==> src/hw/rtl/cht_pkg.sv <==
// ----------------------------------------------------------------------------
// cht_pkg: shared constants for the counting hash table
// Command and status codes plus the fixed field widths of the item channels.
// ----------------------------------------------------------------------------
package cht_pkg;

   localparam int KEY_BITS     = 64;
   localparam int CMD_BITS     = 3;
   localparam int STATUS_BITS  = 2;
   localparam int THRESH_BITS  = 10;
   localparam int HASH_DIGIT   = 4;

   localparam logic [THRESH_BITS-1:0] THRESH_RESET = 10'd3;

   localparam logic [CMD_BITS-1:0] CMD_ADD    = 3'd0;
   localparam logic [CMD_BITS-1:0] CMD_REMOVE = 3'd1;
   localparam logic [CMD_BITS-1:0] CMD_POP    = 3'd2;
   localparam logic [CMD_BITS-1:0] CMD_QUERY  = 3'd3;
   localparam logic [CMD_BITS-1:0] CMD_CLEAR  = 3'd4;

   localparam logic [STATUS_BITS-1:0] STAT_OK    = 2'd0;
   localparam logic [STATUS_BITS-1:0] STAT_FULL  = 2'd1;
   localparam logic [STATUS_BITS-1:0] STAT_EMPTY = 2'd2;

endpackage

==> src/hw/rtl/cht_hash.sv <==
// ----------------------------------------------------------------------------
// cht_hash: home slot of a key
// Key modulo table depth: a mask for a power-of-two depth, otherwise a
// remainder unit that takes four key bits per cycle.
// ----------------------------------------------------------------------------
module cht_hash #(
   parameter int DEPTH = 1024,
   localparam int IDX_W = $clog2(DEPTH)
) (
   input  logic                          clock,
   input  logic                          reset,
   input  logic                          start,
   input  logic [cht_pkg::KEY_BITS-1:0]  key,
   output logic                          done,
   output logic [IDX_W-1:0]              pos
);

   localparam bit IS_POW2 = ((DEPTH & (DEPTH - 1)) == 0);

   if (IS_POW2) begin : g_mask
      logic             done_ff;
      logic [IDX_W-1:0] pos_ff;

      always_ff @(posedge clock) begin
         if (reset) begin
            done_ff <= 1'b0;
         end else begin
            done_ff <= start;
         end
         if (start) begin
            pos_ff <= key[IDX_W-1:0];
         end
      end

      assign done = done_ff;
      assign pos  = pos_ff;
   end else begin : g_serial
      localparam int STEPS  = cht_pkg::KEY_BITS / cht_pkg::HASH_DIGIT;
      localparam int STEP_W = $clog2(STEPS);
      localparam logic [STEP_W-1:0] LAST_STEP = STEP_W'(STEPS - 1);
      localparam logic [IDX_W:0]    DEPTH_EXT = (IDX_W + 1)'(DEPTH);

      logic                          busy_ff;
      logic                          done_ff;
      logic [STEP_W-1:0]             step_ff;
      logic [cht_pkg::KEY_BITS-1:0]  shift_ff;
      logic [IDX_W-1:0]              rem_ff;
      logic [IDX_W:0]                rem_in;
      logic [cht_pkg::HASH_DIGIT-1:0] digit;

      assign digit = shift_ff[cht_pkg::KEY_BITS-1 -: cht_pkg::HASH_DIGIT];

      // one compare-subtract per key bit, msb first
      always_comb begin
         rem_in = {1'b0, rem_ff};
         for (int i = cht_pkg::HASH_DIGIT - 1; i >= 0; i--) begin
            rem_in = {rem_in[IDX_W-1:0], digit[i]};
            if (rem_in >= DEPTH_EXT) begin
               rem_in = rem_in - DEPTH_EXT;
            end
         end
      end

      always_ff @(posedge clock) begin
         if (reset) begin
            busy_ff <= 1'b0;
            done_ff <= 1'b0;
            step_ff <= '0;
         end else begin
            done_ff <= 1'b0;
            if (start) begin
               busy_ff <= 1'b1;
               step_ff <= '0;
            end else if (busy_ff) begin
               step_ff <= step_ff + 1'b1;
               if (step_ff == LAST_STEP) begin
                  busy_ff <= 1'b0;
                  done_ff <= 1'b1;
               end
            end
         end
         if (start) begin
            shift_ff <= key;
            rem_ff   <= '0;
         end else if (busy_ff) begin
            shift_ff <= shift_ff << cht_pkg::HASH_DIGIT;
            rem_ff   <= rem_in[IDX_W-1:0];
         end
      end

      assign done = done_ff;
      assign pos  = rem_ff;
   end

endmodule

==> config.mk <==
export PLATFORM = sky130hd
export DESIGN_NAME = cht_hash
export DESIGN_NICKNAME = d
export VERILOG_FILES = /design/src/hw/rtl/cht_pkg.sv /design/src/hw/rtl/cht_hash.sv
export SDC_FILE = /design/constraint.sdc
export NUM_CORES = 1
export LEC_CHECK = 0
export ABC_CLOCK_PERIOD_IN_PS = 800
export BUFFER_PORTS_ARGS = -buffer_cell sky130_fd_sc_hd__buf_4
export CAP_MARGIN = 20
export CORE_MARGIN = 4
export CORE_UTILIZATION = 21
export CTS_CLUSTER_DIAMETER = 150
export CTS_CLUSTER_SIZE = 40
export DETAILED_ROUTE_END_ITERATION = 16
export HOLD_SLACK_MARGIN = 0.1
export PLACE_DENSITY = 0.76
export SLEW_MARGIN = 20
export SYNTH_ARGS = -nofsm -noshare
export SYNTH_HDL_FRONTEND = slang
export SYNTH_SLANG_ARGS = --single-unit
export TNS_END_PERCENT = 5
==> constraint.sdc <==
create_clock -name clock -period 0.8 [get_ports clock]
set_input_delay 0 -clock clock [delete_from_list [all_inputs] [get_ports clock]]
set_output_delay 0 -clock clock [all_outputs]
set_load 0.01 [all_outputs]
==> impl_metrics.py, run 1 <==
metrics = {
    "run_status": {
        "status": "finished with violations",
        "violations": "negative setup slack",
    },
    "detailed_routing": {
        "finalWirelength_microns": 823,
        "wl_per_cell_microns": 12.3,
        "length_of_the_first_detailed_routing_pass_in_iterations": 2,
        "drt_iter0_drc": 3,
        "drt-vias-per-instance": 3.97,
        "ant_nets": 0,
        "dr_total_vias": 266,
        "route.detailed.drc": 0,
    },
    "critical_path": {
        "critPathKind": "flop to output pin",
        "worstPathCellList": "buf_6",
        "worstPathRequired_ps": 800,
        "cp-end-kind": "output pin",
        "arrival_ps": 810,
        "cp.buffers_inverters": 1,
        "critPathMaxFanout": 1,
        "cp-start-kind": "flop",
        "worst_path_max_delay_cell": "sky130_fd_sc_hd__edfxtp_1",
        "worst_path_largest_cell_delay_ps": 410,
        "kind_of_cell_with_the_highest_combined_delay_on_the_critical_path": "flip-flops",
    },
    "clock_tree": {
        "post_cts_buffers": 0,
        "cts_sinks": 11,
        "tritoncts_clock_tree": "yes",
        "cts_made_buffers": 3,
        "ctsLongestPathBuffers": 2,
        "root_buffer": "sky130_fd_sc_hd__clkbuf_4",
        "clkSlewWorstSetupHoldPaths_ps": 60,
        "h-tree-depth": 1,
    },
    "logic_synthesis": {
        "post_synth_fa_ha_maj_area_fraction": 0,
        "postSynthRegisterBits": 11,
        "ys_seq_area_frac": 0.959,
        "synth_compound_gate_area_share": 0,
        "post_synth_xor_area_fraction": 0,
        "synthSimpleGateAreaFrac": 0.0412,
        "syn-num-nets": 79,
        "synthesis.area_per_instance_sq_um": 27.8,
        "post_synth_mux_area_share": 0,
        "synth.yosys.warnings": 0,
        "yosys.cell_types.count": 3,
        "syn-instance-count": 12,
        "post_synth_instance_area_sq_um": 334,
        "synth_top_family_by_area": "simple AND/OR/NAND/NOR gates",
    },
    "final_layout": {
        "syn2layout_area_growth_pct": 113,
        "post-route-util": 0.472,
        "post_route_cells_drive_above_1_share": 0.529,
        "design.final.nets": 119,
        "antenna_cells_inserted": 0,
        "layout.cell_area.non_filler_sq_um": 711,
    },
    "floorplan": {
        "core_sq_mm": 0.00151,
        "pin_count": 78,
        "die_width_microns": 47.9,
        "floorplan.initialDensity": 0.222,
        "num_rows": 14,
        "height_of_the_die_microns": 47.9,
        "design.die.area_sq_mm": 0.00229,
    },
    "place": {
        "dpl_cell_area_sq_um": 527,
        "placement.io_buffers": 23,
        "detailedPlace.worstSlack_ps": 274,
        "routabilityCongestion": 0.706,
    },
    "timing": {
        "timing.final.setup_violations": 1,
        "final-hold-violation-count": 0,
        "max_slew.worst_pin.slew_ps": 138,
        "finalCritPeriodShare": 1.01,
        "timing.final.ws_setup_ps": -9.36,
        "final.min_clock_period_ps": 809,
        "max_freq_mhz": 1240,
        "maxSlewHeadroom": 0.908,
        "grt_setup_unrepaired": "true",
        "slew_violations": 0,
    },
    "grt": {
        "grt_use_total": 0.0906,
        "grt_first_pass_wirelength_microns": 1220,
        "initial_antenna_violation_count": 0,
        "first_global_vias": 269,
        "grt_start_max_net_pins": 12,
        "grt_overflow_total": 0,
    },
    "pwr": {
        "cellPowerDensity_mw_per_mm2": 1790,
        "total_leakage_power_uw": 0.000302,
        "vdd.ir_drop.worst_uv": 932,
    },
    "run": {
        "maxCapViolCount": 0,
    },
    "hold_path": {
        "worst_hold_path_type": "input pin to flop",
    },
}
## placed cells by master, fill, tap and decap left out
cell type / n
sky130_fd_sc_hd__nor2b_4: 1
sky130_fd_sc_hd__clkbuf_4: 3
sky130_fd_sc_hd__edfxtp_1: 10
sky130_fd_sc_hd__dfxtp_1: 1
sky130_fd_sc_hd__buf_6: 10
sky130_fd_sc_hd__buf_4: 13
sky130_fd_sc_hd__dlygate4sd3_1: 12
sky130_fd_sc_hd__clkbuf_1: 1
## cells in the mapped netlist
master                     number  area [sq um]
sky130_fd_sc_hd__edfxtp_1      10           300
sky130_fd_sc_hd__dfxtp_1        1          20.0
sky130_fd_sc_hd__nor2b_4        1          13.8
## state kept, by name, indices dropped and copies added (netlist names)
register  flops
pos          10
done          1
## path summary, 6_finish.rpt
path	start	end	slack (ps)	depth (start not counted)
setup / recovery	pos[5]	pos[5]	-9	1
hold / removal	reset	done	450	3
## layer usage
layer / share of wire / track usage
met1: 0.47 / 0.123
met2: 0.37 / 0.0976
met3: 0.15 / 0.0602
met4: 0 / 0.0645
met5: 0 / 0
## where the power goes
group / switching, uW / total (uW) / internal, uW / leakage [uW]
registers: 20.4 / 697 / 676 / 0.000106
clock network: 166 / 359 / 193 / 0.0000150
logic: 66.2 / 217 / 151 / 0.000181
## what timing repair did
| item | in CTS | in global routing |
|---|---|---|
| gates cloned | 0 | 0 |
| endpoints found under the hold margin | 21 | 0 |
| hold buffers | 12 | 0 |
| setup endpoints to repair | 3 | 10 |
| gates resized for setup | 2 | 8 |
## kinds of logic after synthesis
kind of cell and Yosys count:
and+or+nand+nor 1, DFF 11
## layout make-up
class	instances	area, sq um
tap	16	20.0
timing repair buffer	35	330
fill	139	796
multi-input combinational	1	13.8
clock buffer	4	26.3
sequential	11	320
## through the flow
step,setup TNS [ps],total power [uW],hold WS (ps),cells
after detailed placement,0,851,172,51
after CTS,-58.4,1270,429,67
after global routing,-279,1350,438,67
after global placement,0,849,173,51
final,-9.36,1270,448,67
after floorplan,0,728,64.3,12
Note: power is estimated with default switching activity, not from simulation.
==> run 2: changes to the inputs <==
--- a/config.mk
+++ b/config.mk
@@ -15,6 +15,7 @@
 export DETAILED_ROUTE_END_ITERATION = 16
 export HOLD_SLACK_MARGIN = 0.1
 export PLACE_DENSITY = 0.76
+export SETUP_SLACK_MARGIN = 0.1
 export SLEW_MARGIN = 20
 export SYNTH_ARGS = -nofsm -noshare
 export SYNTH_HDL_FRONTEND = slang
==> run 2 against run 1 <==
  * The run still ends with negative setup slack left
  * Worst setup slack better by 0.57 ps
  * Combinational power about the same
  * Final cell count down 1.5%
  * Total power about the same
  * Critical endpoint unchanged
  * Largest cell class unchanged
  * Largest power group unchanged
  * Highest routed layer unchanged
==> impl_metrics.py, run 2 (synthesized netlist as in run 1, its figures left out) <==
metrics = {
    "pwr": {
        "total_power_uw": 1270,
        "vdd.ir_drop.worst_uv": 946,
        "cellPowerDensity_mw_per_mm2": 1800,
        "total_leakage_power_uw": 0.000299,
    },
    "hold_path": {
        "holdPathStages": 1,
        "worst_hold_path_type": "input pin to flop",
        "whs_endpoint": "pos[5]",
        "timing.hold.worst.start": "start",
    },
    "run_status": {
        "violations": "negative setup slack",
        "status": "finished with violations",
    },
    "detailed_routing": {
        "drt_iter0_drc": 2,
        "length_of_the_first_detailed_routing_pass_in_iterations": 2,
        "route.detailed.drc": 0,
        "wl_per_cell_microns": 12.8,
        "drt-vias-per-instance": 4.09,
        "dr_total_vias": 270,
        "ant_nets": 0,
        "finalWirelength_microns": 843,
    },
    "timing": {
        "final-hold-violation-count": 0,
        "grt_setup_unrepaired": "true",
        "final.min_clock_period_ps": 809,
        "max_slew.worst_pin.slew_ps": 139,
        "timing.final.ws_setup_ps": -8.79,
        "max_freq_mhz": 1240,
        "finalCritPeriodShare": 1.01,
        "maxSlewHeadroom": 0.907,
        "slew_violations": 0,
        "timing.final.setup_violations": 1,
    },
    "floorplan": {
        "design.die.area_sq_mm": 0.00229,
        "pin_count": 78,
        "die_width_microns": 47.9,
        "num_rows": 14,
        "floorplan.initialDensity": 0.222,
        "height_of_the_die_microns": 47.9,
        "core_sq_mm": 0.00151,
    },
    "grt": {
        "grt_start_max_net_pins": 12,
        "first_global_vias": 263,
        "grt_overflow_total": 0,
        "grt_first_pass_wirelength_microns": 1250,
        "initial_antenna_violation_count": 0,
        "grt_use_total": 0.0930,
    },
    "critical_path": {
        "kind_of_cell_with_the_highest_combined_delay_on_the_critical_path": "flip-flops",
        "worstPathRequired_ps": 800,
        "arrival_ps": 810,
        "cp-end-kind": "output pin",
        "worst_path_largest_cell_delay_ps": 410,
        "worstPathCellList": "buf_6",
        "cp-start-kind": "flop",
        "critPathMaxFanout": 1,
        "cp.buffers_inverters": 1,
        "critPathKind": "flop to output pin",
        "worst_path_max_delay_cell": "sky130_fd_sc_hd__edfxtp_1",
    },
    "clock_tree": {
        "root_buffer": "sky130_fd_sc_hd__clkbuf_4",
        "post_cts_buffers": 0,
        "clkSlewWorstSetupHoldPaths_ps": 70,
        "cts_sinks": 11,
        "tritoncts_clock_tree": "yes",
        "cts_made_buffers": 3,
        "h-tree-depth": 1,
        "ctsLongestPathBuffers": 2,
        "holdBufCountCts": 11,
    },
    "final_layout": {
        "layout.cell_area.non_filler_sq_um": 706,
        "post_route_cells_drive_above_1_share": 0.560,
        "syn2layout_area_growth_pct": 111,
        "design.final.nets": 118,
        "largest_register_ff_count": 10,
        "layout.cells.most_common_list": "sky130_fd_sc_hd__buf_4 (12), sky130_fd_sc_hd__dlygate4sd3_1 (11), sky130_fd_sc_hd__buf_6 (11)",
        "antenna_cells_inserted": 0,
        "layout.cells.most_common": "sky130_fd_sc_hd__buf_4",
    },
    "run": {
        "maxCapViolCount": 0,
    },
    "place": {
        "placement.io_buffers": 23,
        "routabilityCongestion": 0.706,
        "dpl_cell_area_sq_um": 527,
    },
}
==> run 2: layout make-up <==
cell class | instances | area [sq um]
clock buffers | 4 | 26.3
repair buffers | 34 | 324
multi-input cells | 1 | 13.8
fillers | 139 | 801
flip-flops and latches | 11 | 322
well taps | 16 | 20.0
==> run 2: metrics by stage <==
stage / setup TNS (ps) / setup slack [ps] / utilization / cells / hold WS (ps)
2_1_floorplan: 0 / 406 / - / 12 / 64.3
3_3_place_gp: 0 / 281 / 0.350 / 51 / 173
3_5_place_dp: 0 / 274 / 0.350 / 51 / 172
4_1_cts: -58.4 / -25.7 / 0.466 / 66 / 32.6
5_1_grt: -286 / -53.9 / 0.468 / 66 / 39.6
6_report: -8.79 / -8.79 / 0.468 / 66 / 48.0
==> run 2: timing repair <==
item                                    in CTS  in global routing
endpoints found under the hold margin       21                 11
endpoints found under the setup margin      11                 11
resized for setup                           11                  1
cloned                                       0                  0
pin swaps                                    0                  0
==> run 2: routing by layer <==
layer  vias up  GRT usage  wire, microns
met5         -          0              0
met4         0     0.0645              0
met3         0     0.0602            131
met2        24      0.108            323
met1       124      0.121            388
li1        122          -              -
==> run 2: worst max path at each step <==
stage | start | end | slack [ps] | cells after the start
after floorplan | pos[0] | pos[0] | 410 | 0
after global placement | pos[4] | pos[4] | 280 | 1
after detailed placement | pos[5] | pos[5] | 270 | 1
after CTS | pos[0] | pos[0] | -30 | 1
after global routing | pos[5] | pos[5] | -50 | 1
final | pos[5] | pos[5] | -9 | 1
==> run 2: power by group <==
group	total, uW	internal, uW	leakage (uW)	switching [uW]
Combinational	216	149	0.000177	66.6
Sequential	697	677	0.000106	20.7
Clock	360	193	0.0000150	168
